## config.mk

```make
export PLATFORM = sky130hd
export DESIGN_NAME = asi_controller
export DESIGN_NICKNAME = d
export VERILOG_FILES = /design/src/design/asi_pkg.sv /design/src/design/asi_controller.sv
export SDC_FILE = /design/constraint.sdc
export NUM_CORES = 1
export LEC_CHECK = 0
export BUFFER_PORTS_ARGS = -buffer_cell sky130_fd_sc_hd__buf_4
export CORE_ASPECT_RATIO = 1.4
export CORE_MARGIN = 4
export CORE_UTILIZATION = 25
export DETAILED_ROUTE_END_ITERATION = 6
export GPL_TIMING_DRIVEN = 1
export PLACE_DENSITY = 0.46
export SYNTH_ARGS = -nofsm -noshare
export SYNTH_HDL_FRONTEND = slang
export SYNTH_SLANG_ARGS = --single-unit
```

## constraint.sdc

```tcl
create_clock -name clk -period 1.35 [get_ports clk]
set_input_delay 0.0675 -clock clk [delete_from_list [all_inputs] [get_ports clk]]
set_output_delay 0.0675 -clock clk [all_outputs]
set_load 0.05 [all_outputs]
```

## src/design/asi_pkg.sv

```systemverilog
// Package for the ascending integer sorter.
// Holds status codes and the command and status structs shared by the
// controller and the datapath. No dependencies.
`timescale 1ns / 1ps

package asi_pkg;

  // Width of a stored element (the sign bit is never stored).
  localparam int VALUE_W = 31;

  // Result status codes.
  localparam logic [1:0] STATUS_OK       = 2'd0;
  localparam logic [1:0] STATUS_NEGATIVE = 2'd1;
  localparam logic [1:0] STATUS_OVERFLOW = 2'd2;

  // Commands from the controller to the datapath.
  typedef struct packed {
    logic take;      // an input beat is accepted this cycle
    logic scan;      // one compare-and-shift step of the insertion
    logic place;     // write the held element at slot zero
    logic emit_rd;   // read the next sorted entry
    logic emit_ld;   // move the read entry into the result register
    logic err_ld;    // move an error result into the result register
  } cmd_t;

  // Status from the datapath to the controller.
  typedef struct packed {
    logic item_final;   // final flag of the beat on the input channel
    logic err_final;    // that final beat closes a set with an error
    logic start_scan;   // that beat needs an insertion scan
    logic held_final;   // the element under insertion closes its set
    logic greater;      // entry read during the scan is above the element
    logic idx_one;      // the scan has reached slot one
    logic out_free;     // the result register can take a beat
    logic emit_last;    // the entry being emitted is the last of the set
  } status_t;

endpackage

```

## src/design/asi_controller.sv

```systemverilog
// Controller of the ascending integer sorter: one-hot state machine that
// sequences loading, insertion, emission and error reporting.
// Depends on asi_pkg.
`timescale 1ns / 1ps

module asi_controller import asi_pkg::*; (
  input  logic    clk,
  input  logic    rst,
  input  logic    item_valid,
  output logic    item_ready,
  input  status_t stat,
  output cmd_t    cmd
);

  typedef enum logic [5:0] {
    S_IDLE    = 6'b000001,
    S_SCAN    = 6'b000010,
    S_PLACE   = 6'b000100,
    S_EMIT_RD = 6'b001000,
    S_EMIT_LD = 6'b010000,
    S_ERR     = 6'b100000
  } state_t;

  state_t state;
  state_t state_next;

  assign item_ready = (state == S_IDLE);

  // Commands follow the state directly; take also needs a valid input beat.
  always_comb begin
    cmd.take    = (state == S_IDLE) && item_valid;
    cmd.scan    = (state == S_SCAN);
    cmd.place   = (state == S_PLACE);
    cmd.emit_rd = (state == S_EMIT_RD);
    cmd.emit_ld = (state == S_EMIT_LD);
    cmd.err_ld  = (state == S_ERR);
  end

  // Next-state logic.
  always_comb begin
    state_next = state;
    case (state)
      S_IDLE: begin
        if (item_valid) begin
          if (stat.err_final) begin
            state_next = S_ERR;
          end else if (stat.start_scan) begin
            state_next = S_SCAN;
          end else if (stat.item_final) begin
            state_next = S_EMIT_RD;
          end
        end
      end
      S_SCAN: begin
        if (stat.greater) begin
          if (stat.idx_one) begin
            state_next = S_PLACE;
          end
        end else begin
          state_next = stat.held_final ? S_EMIT_RD : S_IDLE;
        end
      end
      S_PLACE: begin
        state_next = stat.held_final ? S_EMIT_RD : S_IDLE;
      end
      S_EMIT_RD: begin
        state_next = S_EMIT_LD;
      end
      S_EMIT_LD: begin
        if (stat.out_free) begin
          state_next = stat.emit_last ? S_IDLE : S_EMIT_RD;
        end
      end
      S_ERR: begin
        if (stat.out_free) begin
          state_next = S_IDLE;
        end
      end
      default: begin
        state_next = S_IDLE;
      end
    endcase
  end

  always_ff @(posedge clk) begin
    if (rst) begin
      state <= S_IDLE;
    end else begin
      state <= state_next;
    end
  end

endmodule

```

==> results.json, run 1 <==
{
  "ys_async_sr_fraction": 0,
  "hold_violations": 0,
  "violations": "setup timing",
  "setup_ws_ns": -0.339,
  "detailroute.wirelength.met3_um": 68,
  "fin_hold_ws_ns": 0.0393,
  "p_leak_nw": 0.467,
  "die_w_um": 44.8,
  "syn_avg_cell_area_um2": 7.90,
  "clock_sinks": 6,
  "synth_edf_count": 0,
  "vias_per_cell": 5.14,
  "portBuffers": 17,
  "core-area_um2": 1780,
  "wire_per_inst_um": 14.0,
  "crit_required_ns": 1.28,
  "maxCapViolations": 0,
  "status": "finished, violations left",
  "whs_path_depth": 2,
  "cts_buffers": 3,
  "drtPass1Iterations": 4,
  "grt_pass1_vias": 712,
  "syn-cell-area_um2": 474,
  "start_util": 0.267,
  "antenna_found_initial": 0,
  "clk_pin_slew_ns": 0.04,
  "crit_path_start_kind": "flip-flop",
  "nets": 122,
  "yosysSeqAreaShare": 0.253,
  "r2r_slack_ns": -0.26,
  "drt_iter0_markers": 1,
  "r2r_end": "state[5]",
  "report.final.slew_viol_count": 0,
  "die_h_um": 59.5,
  "wl_met1_um": 621,
  "nFillCells": 158,
  "end_kind": "output port",
  "ff2ff_path_depth": 7,
  "cts_tree": "built",
  "timing_worst_setup_path_type": "flip-flop to output port",
  "ir_drop_uv": 620,
  "setup_viol": 12,
  "ys.warnings.count": 0,
  "place_ws_ns": -0.215,
  "fin_util": 0.620,
  "drive_gt1_frac": 0.752,
  "mappedNetlistNets": 71,
  "wl_met2_mm": 1.07,
  "ys.flop_type": "dfxtp_1",
  "htreeDepth": 1,
  "synth-seq-cells": 6,
  "largest_reg_flops": 6,
  "track_usage": 0.150,
  "regArea_um2": 128,
  "top_layer": "met4",
  "powerDensity_nw_per_um2": 789,
  "grt_max_degree": 9,
  "num_rows": 18,
  "finClkSkew_ns": 0.000165,
  "wirelength_mm": 1.81,
  "vias": 663,
  "tightest_slew_ns": 0.389,
  "post-route-min-period_ns": 1.69,
  "ant_nets": 0,
  "path_max_fanout": 3,
  "worstReg2RegStart": "state[3]",
  "io_pins": 18,
  "antenna_cells": 0,
  "whs_endpoint": "state[0]",
  "syn2layout_area_growth_pct": 132,
  "clock_path_buffers": 2,
  "synthDistinctLibCells": 38,
  "fmaxAchievable_mhz": 592,
  "synthCells": 60,
  "regMostFlops": "state",
  "cts_hold_buf": 0,
  "multi_input_area_um2": 465,
  "gp_congestion": 0.684,
  "max-slew-margin-rel": 0.739,
  "drcViolationCount": 0,
  "die-area_um2": 2670,
  "cp_data_arrival_time_ns": 1.62,
  "cts-root-buf": "clkbuf_4",
  "rsz0062_at_grt": "true",
  "grt_overflow": 0,
  "grt_pass1_wl_mm": 2.87,
  "hold_start": "rst",
  "clock_latency_ns": 0.25,
  "hpwl_mm": 1.29,
  "largest_registers": "state: 6 flops",
  "fin_crit_sh": 1.25,
  "power.total_mw": 0.870,
  "min_path_type": "primary input to flip-flop"
}
-- worst max path at each step --
stage             start        to  slack (ns)  depth (start not counted)
2_1_floorplan  state[2]  state[2]       -0.52                          4
3_3_place_gp   state[2]  state[5]       -0.21                          5
3_5_place_dp   state[2]  state[5]       -0.21                          5
4_1_cts        state[3]    cmd[5]       -0.31                          4
5_1_grt        state[3]    cmd[5]       -0.39                          4
6_report       state[3]    cmd[5]       -0.34                          4
-- critical path, cell delays in order, from the launching register on --
cell and delay [ns]:
dfxtp_2 0.31, or4_4 0.55, nor3_4 0.19, and2_4 0.19
buf_8 0.14
-- synth_stat cells (2+ instances only) --
master / n / area (um^2)
and3_1: 2 / 12.5
buf_2: 2 / 10.0
dfxtp_1: 6 / 120
inv_1: 3 / 11.3
nand2_1: 4 / 15.0
nor2_1: 4 / 15.0
nor3_1: 5 / 25.0
o21ai_0: 3 / 15.0
or3_1: 2 / 12.5
-- per-layer routing --
layer | GRT usage | up-vias
met2 | 0.300 | 16
met1 | 0.136 | 315
li1 | - | 327
met4 | 0.0879 | 0
met5 | 0 | -
met3 | 0.0182 | 5
-- layout make-up --
cell class / count / share of cell area
well taps: 20 / 0.0227
repair buffers: 49 / 0.409
inverters: 3 / 0.0102
multi-input cells: 48 / 0.422
clock buffers: 3 / 0.0204
flip-flops and latches: 6 / 0.116
-- what timing repair did --
item                                    4_1_cts  5_1_grt
endpoints found under the setup margin       13       13
buffers inserted                             10        3
pin swaps                                    11        7
gates resized for setup                      33       17
-- cell families (layout without fill, tap and decap cells) --
family,Yosys count,after routing,share of synthesized area
and+or+nand+nor,30,30,0.396
xor gates and xnor gates,2,2,0.0369
buffers and inverters,6,55,0.0528
AOI/OAI and AO/OA,16,16,0.261
DFF,6,6,0.253
-- metrics by stage --
step	instances	area, um^2	setup TNS (ns)
global placement	114	790	-1.20
detailed placement	114	790	-1.26
finish	129	1100	-2.52
CTS	127	1020	-2.03
floorplan	60	509	-3.66
global route	129	1100	-3.14
-- cell usage in the layout, fill, tap and decap left out, types with 2 or more instances in the layout --
cell / instances
a21oi_2: 2
and3_4: 2
buf_4: 32
buf_6: 12
buf_8: 5
clkbuf_4: 3
dfxtp_2: 6
inv_1: 3
nand2_1: 4
nor2_1: 2
nor2_4: 2
nor3_4: 5
o21ai_0: 2
or3_4: 2
-- power breakdown --
part           internal (mW)  switching, mW  total, mW
Sequential             0.192         0.0144      0.206
Clock                  0.101         0.0679      0.169
Combinational          0.270          0.225      0.495
Note: power is estimated with default switching activity, not from simulation.
==> inputs of run 2 (changes only) <==
--- a/config.mk
+++ b/config.mk
@@ -6,7 +6,7 @@
 export NUM_CORES = 1
 export LEC_CHECK = 0
 export BUFFER_PORTS_ARGS = -buffer_cell sky130_fd_sc_hd__buf_4
-export CORE_ASPECT_RATIO = 1.4
+export CORE_ASPECT_RATIO = 1.2
 export CORE_MARGIN = 4
 export CORE_UTILIZATION = 25
 export DETAILED_ROUTE_END_ITERATION = 6
==> results.json, run 2 (synthesis gave the netlist of run 1 again) <==
{
  "grt_pass1_wl_mm": 2.64,
  "p_int_mw": 0.524,
  "start_util": 0.259,
  "cp_data_arrival_time_ns": 1.60,
  "syn2layout_area_growth_pct": 108,
  "cp.depth": 4,
  "report.final.slew_viol_count": 0,
  "cts-root-buf": "clkbuf_4",
  "die-area_um2": 2660,
  "vias": 618,
  "max-slew-margin-rel": 0.808,
  "fin_util": 0.538,
  "min_path_type": "primary input to flip-flop",
  "cts_hold_buf": 0,
  "cts_buffers": 3,
  "finClkSkew_ns": 0.000142,
  "status": "finished, violations left",
  "largest_registers": "state: 6 flops",
  "crit_buf_inv": 1,
  "switching_share": 0.347,
  "final_cell_area_um2": 985,
  "placed_cell_area_um2": 788,
  "drive_gt1_frac": 0.670,
  "htreeDepth": 1,
  "slowest_delay_ns": 0.56,
  "path_max_fanout": 3,
  "vias_per_cell": 5.07,
  "setup_viol": 12,
  "violations": "setup timing",
  "p_leak_nw": 0.417,
  "slowest_stage": "or4_4",
  "rsz0062_at_grt": "true",
  "place_inst": 113,
  "io_pins": 18,
  "timing_worst_setup_path_type": "flip-flop to output port",
  "num_rows": 17,
  "clock_sinks": 6,
  "worstReg2RegStart": "state[5]",
  "drt_iter0_markers": 8,
  "drcViolationCount": 0,
  "antenna_found_initial": 0,
  "clkPwrFrac": 0.204,
  "p_sw_mw": 0.278,
  "fmaxAchievable_mhz": 600,
  "final_cell_mix": "30 x buf_4, 10 x buf_6, 4 x nand2_1, 4 x nor3_4",
  "clk_pin_slew_ns": 0.04,
  "maxCapViolations": 0,
  "ir_drop_uv": 400,
  "clock_latency_ns": 0.24,
  "final_common_cell": "buf_4",
  "fin_crit_sh": 1.23,
  "hpwl_mm": 1.25,
  "largest_reg_flops": 6,
  "setup_ws_ns": -0.317,
  "fin_hold_ws_ns": 0.0355,
  "crit_chain": "or4_4 > nor3_4 > and2_4 > buf_8",
  "grt_pass1_vias": 627,
  "ant_nets": 0,
  "grt_overflow": 0,
  "crit_path_start_kind": "flip-flop",
  "drtPass1Iterations": 4,
  "die_w_um": 47.8,
  "die_h_um": 55.7,
  "wirelength_mm": 1.54,
  "powerDensity_nw_per_um2": 815,
  "tightest_slew_ns": 0.285,
  "antenna_cells": 0,
  "grt_max_degree": 9,
  "hold_violations": 0,
  "track_usage": 0.135,
  "ff2ff_path_depth": 4,
  "core-area_um2": 1830,
  "regMostFlops": "state",
  "cp_top_family": "simple AND/OR/NAND/NOR gates",
  "whs_path_depth": 2,
  "nets": 116,
  "gp_congestion": 0.792,
  "power.total_mw": 0.802,
  "portBuffers": 17,
  "combPwrFrac": 0.539,
  "cts_tree": "built",
  "post-route-min-period_ns": 1.67,
  "seqPwrFrac": 0.257,
  "fin_cells": 122,
  "clock_path_buffers": 2,
  "end_kind": "output port",
  "crit_required_ns": 1.28,
  "hold_start": "rst",
  "crit_start": "state[5]",
  "wire_per_inst_um": 12.6
}
[run 2: worst paths after layout]
check / slack [ns] / to
max reg2reg: -0.21 / state[3]
min: 0.04 / state[0]
min reg2reg: 0.64 / state[5]
max: -0.32 / cmd[5]
[run 2: repair_timing]
item	CTS	global route
setup endpoints to repair	13	13
gates resized for setup	24	9
cloned	0	0
pin swaps	6	5
hold endpoints to repair	0	0
setup buffers	1	5
[run 2: final cells by class]
class	count	area [um^2]
multi-input combinational	48	414
fill	174	845
tap	19	23.8
sequential	6	130
inverter	3	11.3
clock buffer	3	22.5
timing repair buffer	43	383
[run 2: worst reg2reg max path: cells and delay by family, from the launching register on]
family / cells / cell delay, ns
compound gates: 1 / 0.11
simple gates: 2 / 0.91
buf+inv: 1 / 0.16
flops: 1 / 0.31
[run 2: power by group through the flow]
stage          clock (mW)  combinational (mW)  sequential, mW
6_report            0.164               0.432           0.206
5_1_grt             0.170               0.466           0.210
4_1_cts             0.167               0.417           0.209
3_5_place_dp            0               0.359           0.205
3_3_place_gp            0               0.359           0.206
2_1_floorplan           0               0.204           0.199
[run 2: per-stage QoR]
step                setup slack [ns]  setup TNS (ns)
floorplan                     -0.520           -3.66
global placement              -0.204           -1.25
detailed placement            -0.230           -1.41
CTS                           -0.330           -2.20
global route                  -0.358           -2.92
finish                        -0.317           -2.22
[run 2: layer usage]
metal / up-vias / track usage / part of all wire
met5: - / 0 / 0
met4: 0 / 0.0885 / 0.023
met3: 4 / 0.00971 / 0.045
met2: 19 / 0.202 / 0.52
met1: 281 / 0.176 / 0.41
li1: 314 / - / -
==> inputs of run 3 (changes only) <==
==> constraint.sdc (replaced) <==
create_clock -name clk -period 1.35 [get_ports clk]
set_input_delay 0.135 -clock clk [delete_from_list [all_inputs] [get_ports clk]]
set_output_delay 0.135 -clock clk [all_outputs]
set_load 0.05 [all_outputs]
==> results.json, run 3 (synthesis gave the netlist of run 1 again) <==
{
  "start_util": 0.259,
  "finClkSkew_ns": 0.00942,
  "hold_violations": 0,
  "clk_pin_slew_ns": 0.05,
  "hold_start": "rst",
  "antenna_cells": 0,
  "placed_cell_area_um2": 779,
  "drcViolationCount": 0,
  "tightest_slew_ns": 0.400,
  "track_usage": 0.149,
  "powerDensity_nw_per_um2": 770,
  "ff2ff_path_depth": 5,
  "grt_overflow": 0,
  "drtPass1Iterations": 4,
  "p_leak_nw": 0.475,
  "slowest_delay_ns": 0.54,
  "worstReg2RegStart": "state[2]",
  "die_h_um": 55.7,
  "nets": 122,
  "grt_max_degree": 9,
  "core-area_um2": 1830,
  "fin_util": 0.609,
  "num_rows": 17,
  "violations": "setup timing",
  "grt_pass1_wl_mm": 2.89,
  "io_pins": 18,
  "vias": 669,
  "wirelength_mm": 1.81,
  "rsz0062_at_grt": "true",
  "cts-root-buf": "clkbuf_4",
  "crit_required_ns": 1.22,
  "fin_crit_sh": 1.33,
  "status": "finished, violations left",
  "vias_per_cell": 5.23,
  "drt_iter0_markers": 11,
  "crit_chain": "or4_4 > nor3_4 > and2_4 > buf_8",
  "gp_congestion": 0.777,
  "final_cell_area_um2": 1110,
  "die-area_um2": 2660,
  "grt_pass1_vias": 690,
  "clock_latency_ns": 0.25,
  "final_common_cell": "buf_4",
  "wire_per_inst_um": 14.1,
  "setup_ws_ns": -0.449,
  "largest_reg_flops": 6,
  "crit_path_start_kind": "flip-flop",
  "maxCapViolations": 0,
  "r2r_slack_ns": -0.32,
  "cts_buffers": 3,
  "path_max_fanout": 3,
  "fmaxAchievable_mhz": 556,
  "cts_hold_buf": 0,
  "cp_data_arrival_time_ns": 1.66,
  "min_path_type": "primary input to flip-flop",
  "whs_path_depth": 2,
  "largest_registers": "state: 6 flops",
  "nFillCells": 159,
  "final_cell_mix": "28 x buf_4, 17 x buf_6, 4 x nand2_1, 4 x nor3_4, 4 x buf_8",
  "cts_tree": "built",
  "syn2layout_area_growth_pct": 135,
  "whs_endpoint": "state[0]",
  "timing_worst_setup_path_type": "flip-flop to output port",
  "htreeDepth": 1,
  "end_kind": "output port",
  "ir_drop_uv": 505,
  "clock_sinks": 6,
  "regMostFlops": "state",
  "slowest_stage": "or4_4",
  "setup_viol": 13,
  "post-route-min-period_ns": 1.80,
  "drive_gt1_frac": 0.725,
  "report.final.slew_viol_count": 0,
  "max-slew-margin-rel": 0.731,
  "hpwl_mm": 1.24,
  "die_w_um": 47.8,
  "clock_path_buffers": 2,
  "portBuffers": 17,
  "fin_setup_tns_ns": -3.71,
  "r2r_end": "state[3]",
  "ant_nets": 0,
  "antenna_found_initial": 0
}
[run 3: cell type report]
type | instances | area, um^2 | share of cell area
clock buffer | 3 | 22.5 | 0.0202
inverter | 3 | 11.3 | 0.0101
multi-input combinational | 48 | 468 | 0.420
sequential | 6 | 126 | 0.113
tap | 19 | 23.8 | 0.0213
timing repair buffer | 49 | 462 | 0.415
[run 3: how the worst max path moves through the flow]
stage	endpoint	slack, ns	cells past startpoint	from
finish	cmd[5]	-0.45	4	state[2]
floorplan	cmd[5]	-0.58	3	state[2]
detailed placement	state[3]	-0.21	4	state[2]
CTS	cmd[5]	-0.43	4	state[2]
global placement	state[3]	-0.23	4	state[2]
global route	cmd[5]	-0.49	4	state[2]
[run 3: power by group]
group / total (mW) / internal [mW] / switching (mW)
clock: 0.173 / 0.101 / 0.0717
sequential: 0.198 / 0.189 / 0.00943
combinational: 0.487 / 0.258 / 0.229
[run 3: metrics by stage]
step / cells / setup WS [ns] / power, mW / hold WS, ns
after CTS: 121 / -0.431 / 0.805 / 0.110
after global placement: 112 / -0.230 / 0.548 / 0.368
final: 128 / -0.449 / 0.858 / 0.115
after global routing: 128 / -0.490 / 0.900 / 0.118
after floorplan: 60 / -0.584 / 0.414 / 0.240
after detailed placement: 112 / -0.215 / 0.548 / 0.372
[run 3: timing repair]
item | in CTS | in global routing
endpoints found under the hold margin | 0 | 0
pin swaps | 11 | 11
resized for setup | 38 | 14
buffers inserted | 6 | 9
gates cloned | 0 | 0
setup endpoints to repair | 13 | 13
[run 3: worst max-delay path: cells and delay by family, from the launching register on]
kind	cells	cell delay, ns
flops	1	0.31
simple gates	3	0.95
buf+inv	1	0.14
[run 3: routing by layer]
metal / vias to the layer above / global-route usage / wire length, um / part of all wire
met5: - / 0 / 0 / 0
li1: 326 / - / - / -
met4: 0 / 0.0808 / 46 / 0.025
met1: 315 / 0.175 / 697 / 0.38
met2: 23 / 0.248 / 977 / 0.54
met3: 5 / 0.0129 / 88 / 0.049
